`config.mk`:
```
export PLATFORM = sky130hd
export DESIGN_NAME = smm_decode
export DESIGN_NICKNAME = d
export VERILOG_FILES = /design/src/rtl/smm_pkg.sv /design/src/rtl/smm_decode.sv
export SDC_FILE = /design/constraint.sdc
export NUM_CORES = 1
export LEC_CHECK = 0
export BUFFER_PORTS_ARGS = -buffer_cell sky130_fd_sc_hd__buf_2
export CAP_MARGIN = 20
export CORE_AREA = 2 2 64 66
export DETAILED_ROUTE_END_ITERATION = 7
export DIE_AREA = 0 0 66 68
export PLACE_DENSITY = 0.93
export SETUP_SLACK_MARGIN = 0.1
export SYNTH_ARGS = -nofsm -noshare
export SYNTH_HDL_FRONTEND = slang
export SYNTH_SLANG_ARGS = --single-unit
```
`constraint.sdc`:
```
create_clock -name vclk -period 3.05
set_input_delay 0.4575 -clock vclk [all_inputs]
set_output_delay 0.4575 -clock vclk [all_outputs]
set_load 0.01 [all_outputs]
```
`src/rtl/smm_pkg.sv`:
```
`default_nettype none

package smm_pkg;

    localparam longint ROM_BYTES   = 32768;
    localparam longint RAM_START   = 65536;
    localparam longint RAM_BYTES   = 32768;
    localparam longint STACK_START = 131072;
    localparam longint STACK_BYTES = 8192;

    localparam longint ROM_WORDS = (ROM_BYTES + 3) / 4;
    localparam longint RAM_WORDS = (RAM_BYTES + 3) / 4;
    localparam longint STK_WORDS = (STACK_BYTES + 3) / 4;

    localparam int ROM_AW = (ROM_WORDS > 1) ? $clog2(ROM_WORDS) : 1;
    localparam int RAM_AW = (RAM_WORDS > 1) ? $clog2(RAM_WORDS) : 1;
    localparam int STK_AW = (STK_WORDS > 1) ? $clog2(STK_WORDS) : 1;

    localparam longint MAX_WORDS_A = (ROM_WORDS > RAM_WORDS) ? ROM_WORDS : RAM_WORDS;
    localparam longint MAX_WORDS   = (MAX_WORDS_A > STK_WORDS) ? MAX_WORDS_A : STK_WORDS;
    localparam int     CLR_W       = (MAX_WORDS > 1) ? $clog2(MAX_WORDS) : 1;

    localparam logic [32:0] ROM_END   = 33'(ROM_BYTES);
    localparam logic [32:0] RAM_LO    = 33'(RAM_START);
    localparam logic [32:0] RAM_END   = 33'(RAM_START) + 33'(RAM_BYTES);
    localparam logic [32:0] STK_LO    = 33'(STACK_START);
    localparam logic [32:0] STK_END   = 33'(STACK_START) + 33'(STACK_BYTES);

    localparam logic [31:0] UART_ADDR_A     = 32'h8000_0024;
    localparam logic [31:0] UART_ADDR_B     = 32'h080A_000C;
    localparam logic [31:0] UART_READ_VALUE = 32'h0000_0100;

    localparam logic [1:0] REQ_READ  = 2'd0;
    localparam logic [1:0] REQ_WRITE = 2'd1;
    localparam logic [1:0] REQ_LOAD  = 2'd2;
    localparam logic [1:0] REQ_NONE  = 2'd3;

    localparam logic [1:0] SZ_BYTE = 2'd0;
    localparam logic [1:0] SZ_HALF = 2'd1;
    localparam logic [1:0] SZ_WORD = 2'd2;
    localparam logic [1:0] SZ_WIDE = 2'd3;

    localparam logic [2:0] ST_OK          = 3'd0;
    localparam logic [2:0] ST_ROM_WRITE   = 3'd1;
    localparam logic [2:0] ST_RANGE       = 3'd2;
    localparam logic [2:0] ST_MISALIGN    = 3'd3;
    localparam logic [2:0] ST_MISALIGN_RD = 3'd4;

    typedef enum logic [2:0] {
        SRC_NONE = 3'd0,
        SRC_UART = 3'd1,
        SRC_RET  = 3'd2,
        SRC_ROM  = 3'd3,
        SRC_RAM  = 3'd4,
        SRC_STK  = 3'd5
    } src_t;

    typedef struct packed {
        logic [1:0]  req_type;
        logic [1:0]  access_size;
        logic [31:0] address;
        logic [31:0] write_data;
    } req_t;

    typedef struct packed {
        logic [31:0] read_data;
        logic [2:0]  status;
        logic        uart_valid;
        logic [7:0]  uart_char;
    } rsp_t;

    typedef struct packed {
        src_t              src;
        logic [1:0]        size;
        logic [1:0]        off;
        logic [2:0]        status;
        logic              uart_valid;
        logic [7:0]        uart_char;
        logic              ret_en;
        logic              rom_en;
        logic              ram_en;
        logic              stk_en;
        logic              we;
        logic [3:0]        be;
        logic [31:0]       wdata;
        logic [ROM_AW-1:0] rom_idx;
        logic [RAM_AW-1:0] ram_idx;
        logic [STK_AW-1:0] stk_idx;
    } access_t;

endpackage

`default_nettype wire

```
`src/rtl/smm_decode.sv`:
```
`default_nettype none

module smm_decode (
    input  wire smm_pkg::req_t req,
    output smm_pkg::access_t   acc
);

    logic [1:0]  size;
    logic [1:0]  off;
    logic [31:0] waddr;
    logic [32:0] wa;
    logic [31:0] ram_off;
    logic [31:0] stk_off;
    logic        is_word;
    logic        is_read;
    logic        uart_hit;
    logic        misaligned;
    logic        hit_ret;
    logic        hit_rom;
    logic        hit_ram;
    logic        hit_stk;
    logic [3:0]  be;
    logic [31:0] wdata;

    assign size     = (req.access_size == smm_pkg::SZ_WIDE) ? smm_pkg::SZ_WORD : req.access_size;
    assign off      = req.address[1:0];
    assign waddr    = {req.address[31:2], 2'b00};
    assign wa       = {1'b0, waddr};
    assign ram_off  = waddr - smm_pkg::RAM_LO[31:0];
    assign stk_off  = waddr - smm_pkg::STK_LO[31:0];
    assign is_word  = (size == smm_pkg::SZ_WORD);
    assign is_read  = (req.req_type == smm_pkg::REQ_READ);
    assign uart_hit = is_word && req.req_type != smm_pkg::REQ_LOAD &&
                      (req.address == smm_pkg::UART_ADDR_A ||
                       req.address == smm_pkg::UART_ADDR_B);
    assign misaligned = (size == smm_pkg::SZ_HALF && off[0]) ||
                        (is_word && !is_read && off != 2'b00);

    assign hit_ret = (req.address[31:2] == 30'd0);
    assign hit_rom = !hit_ret && wa < smm_pkg::ROM_END;
    assign hit_ram = !hit_ret && !hit_rom &&
                     wa >= smm_pkg::RAM_LO && wa < smm_pkg::RAM_END;
    assign hit_stk = !hit_ret && !hit_rom && !hit_ram &&
                     wa >= smm_pkg::STK_LO && wa < smm_pkg::STK_END;

    always_comb
    begin
        case (size)
            smm_pkg::SZ_BYTE:
            begin
                be    = 4'b1000 >> off;
                wdata = {4{req.write_data[7:0]}};
            end
            smm_pkg::SZ_HALF:
            begin
                be    = off[1] ? 4'b0011 : 4'b1100;
                wdata = {2{req.write_data[15:0]}};
            end
            default:
            begin
                be    = 4'b1111;
                wdata = req.write_data;
            end
        endcase
    end

    always_comb
    begin
        acc            = '0;
        acc.src        = smm_pkg::SRC_NONE;
        acc.size       = size;
        acc.off        = off;
        acc.be         = be;
        acc.wdata      = wdata;
        acc.we         = !is_read;
        acc.rom_idx    = waddr[smm_pkg::ROM_AW+1:2];
        acc.ram_idx    = ram_off[smm_pkg::RAM_AW+1:2];
        acc.stk_idx    = stk_off[smm_pkg::STK_AW+1:2];
        acc.status     = smm_pkg::ST_OK;
        if (req.req_type == smm_pkg::REQ_NONE)
        begin
            acc.we = 1'b0;
        end
        else if (uart_hit)
        begin
            if (is_read)
            begin
                acc.src = smm_pkg::SRC_UART;
            end
            else
            begin
                acc.uart_valid = 1'b1;
                acc.uart_char  = req.write_data[7:0];
            end
        end
        else if (misaligned)
        begin
            acc.status = smm_pkg::ST_MISALIGN;
        end
        else if (!(hit_ret || hit_rom || hit_ram || hit_stk))
        begin
            acc.status = smm_pkg::ST_RANGE;
        end
        else if (hit_rom && req.req_type == smm_pkg::REQ_WRITE)
        begin
            acc.status = smm_pkg::ST_ROM_WRITE;
        end
        else
        begin
            acc.ret_en = hit_ret;
            acc.rom_en = hit_rom;
            acc.ram_en = hit_ram;
            acc.stk_en = hit_stk;
            if (is_read)
            begin
                if (hit_ret)
                begin
                    acc.src = smm_pkg::SRC_RET;
                end
                else if (hit_rom)
                begin
                    acc.src = smm_pkg::SRC_ROM;
                end
                else if (hit_ram)
                begin
                    acc.src = smm_pkg::SRC_RAM;
                end
                else
                begin
                    acc.src = smm_pkg::SRC_STK;
                end
                if (is_word && off != 2'b00)
                begin
                    acc.status = smm_pkg::ST_MISALIGN_RD;
                end
            end
        end
    end

endmodule

`default_nettype wire

```
==> run_results.csv <==
group,metric,value,unit
status,outcome,"completed",
timing,whs,1134,ps
logic_synthesis,yosys-top-cells-area,"buf_4 29%, mux2_2 15%, mux2i_1 6.6%",
place,port_buffers,165,
place,gp_congestion,0.8547,
global_route,grt_pass1_wl,5.678,mm
global_route,antenna_found_initial,0,
die,fp-row-count,23,
global_route,track_usage,0.1544,
final_layout,syn_to_final_growth,43.28,%
cts,cts_resized,0,
die,core-area,0.003856,mm^2
logic_synthesis,yosysUniqueCellTypes,32,
die,start_util,0.3164,
worst_setup_path,path_common_cell,"buf_2",
logic_synthesis,ys_warn_count,0,
worst_setup_path,arrival,2360,ps
timing,period_minus_slack,2818,ps
global_route,grt_pass1_vias,1319,
routing,drc,0,
flow_run,drv_cap,0,
final_layout,flops_and_latches,0,
worst_setup_path,cp_cell_sequence,"buf_2 -> nor4_2 -> nand4b_1 -> a2111o_1 -> nor3_4 -> and2_1 -> buf_2",
logic_synthesis,synthCells,172,
timing,fmaxAchievable,354.9,MHz
logic_synthesis,avgSynthCellArea,7.093,um^2
cts,post_cts_buffers,0,
global_route,grt_max_degree,22,
power,power_density,134.2,mW/mm^2
final_layout,num_antenna_cells,0,
die,fp.dieH,68,um
cts,hold_buffers,0,
final_layout,multi_input_area,825.8,um^2
worst_setup_path,worstPathRequired,2590,ps
timing,setup_violations,0,
routing,avgRoutedWirePerCell,12.35,um
final_layout,finalNetCount,360,
worst_setup_path,cp_slowest_cell,"a2111o_1",
logic_synthesis,synth_top_area_frac,0.2892,
timing,slew_headroom,0.5360,
routing,drt_pre_antenna_iters,4,
worst_setup_path,path_delay_family,"simple AND/OR/NAND/NOR gates",
worst_setup_path,cp_max_fo,9,
final_layout,fillers,393,
logic_synthesis,yosysMostFrequentCell,"buf_4",
final_layout,clkbuf_count,0,
logic_synthesis,syn-num-nets,244,
worst_setup_path,worstSetupPathType,"in -> out",
worst_setup_path,worst_path_largest_cell_delay,480,ps
final_layout,drive_above_1_share,0.6503,
timing,hold_violations,0,
timing,setup_ws,232.4,ps
worst_setup_path,worstSetupStartpointType,"input pin",
final_layout,regArea,0,um^2
routing,viasPerCell,4.848,
place,hpwl,3.606,mm
routing,totalWireLength,4.149,mm
power,p_leak,0.9985,nW
timing,maxSlewViolCount,0,
timing,rsz0062_at_grt,"no",
logic_synthesis,ys_seq_area_frac,0,
timing,fin_setup_tns,0,ps
global_route,grt-ovfl-total,0,
logic_synthesis,synthTopCellsByCount,"47 x buf_4, 16 x mux2_2, 14 x nand2_1",
die,io-pin-count,165,
logic_synthesis,synthesis.area,0.001220,mm^2
logic_synthesis,synth_top_area_cell,"buf_4",
timing,tightest_slew,693.5,ps
worst_hold_path,hold_class,"in -> out",
routing,vias,1629,
place,place_ws,257.2,ps
die,die_w,66,um
worst_setup_path,cp.buffers_inverters,2,
routing,drt-initial-drc-count,60,
die,die_area,0.004488,mm^2
power,irDropWorstVdd,0.06481,mV
routing,postRouteAntennaNets,0,
worst_setup_path,crit_path_end_kind,"primary output",
timing,fin_crit_sh,0.9238,
[kinds of logic after synthesis]
kind of cell    Yosys count  synth area share
simple gates             65            0.3097
buf+inv                  58            0.3231
mux                      24            0.2133
compound gates           21            0.1128
fa+ha+maj                 4           0.04103
[worst paths after layout]
kind / startpoint / to / slack, ps / cells past startpoint
min: req[45] / acc[35] / 1130 / 2
max: req[61] / acc[78] / 230 / 7
[routing by layer]
metal | GRT usage | share of wire | vias up
li1 | - | - | 793
met1 | 0.1652 | 0.37 | 723
met2 | 0.3295 | 0.53 | 105
met3 | 0.01480 | 0.091 | 8
met4 | 0.02041 | 0.012 | 0
met5 | 0 | 0 | -
[layout make-up]
type               count  share of cell area
repair buffers       167              0.4810
inverters              5             0.01074
well taps             50             0.03579
multi-input cells    114              0.4724
[stage by stage]
step                  util  power (mW)  instances  cell area (um^2)
detailed placement  0.4533      0.2360        336              1748
global placement    0.4533      0.2311        336              1748
CTS                 0.4533      0.2370        336              1748
finish              0.4533      0.2345        336              1748
global route        0.4533      0.2588        336              1748
floorplan                -      0.1488        172              1220
[where the power goes]
group          switching, mW  leakage [nW]  total [mW]  internal (mW)
Combinational          0.124         0.998       0.234          0.111
Sequential                 0             0           0              0
Clock                      0             0           0              0
Total                  0.124         0.998       0.234          0.111
[placed cells by master (no fill, tap or decap), types with 2 or more instances in the layout]
master / count
a21o_1: 2
and2_1: 9
and4_1: 2
buf_2: 165
buf_4: 2
ha_1: 4
inv_1: 5
mux2_2: 16
mux2i_1: 8
nand2_1: 14
nand3_1: 2
nand4_1: 2
nand4b_1: 2
nor2_1: 9
nor2b_1: 3
nor3_1: 7
nor4_1: 8
nor4_2: 2
o21ai_0: 10
o21bai_1: 2
No activity file was read; power rests on OpenSTA's default activity.
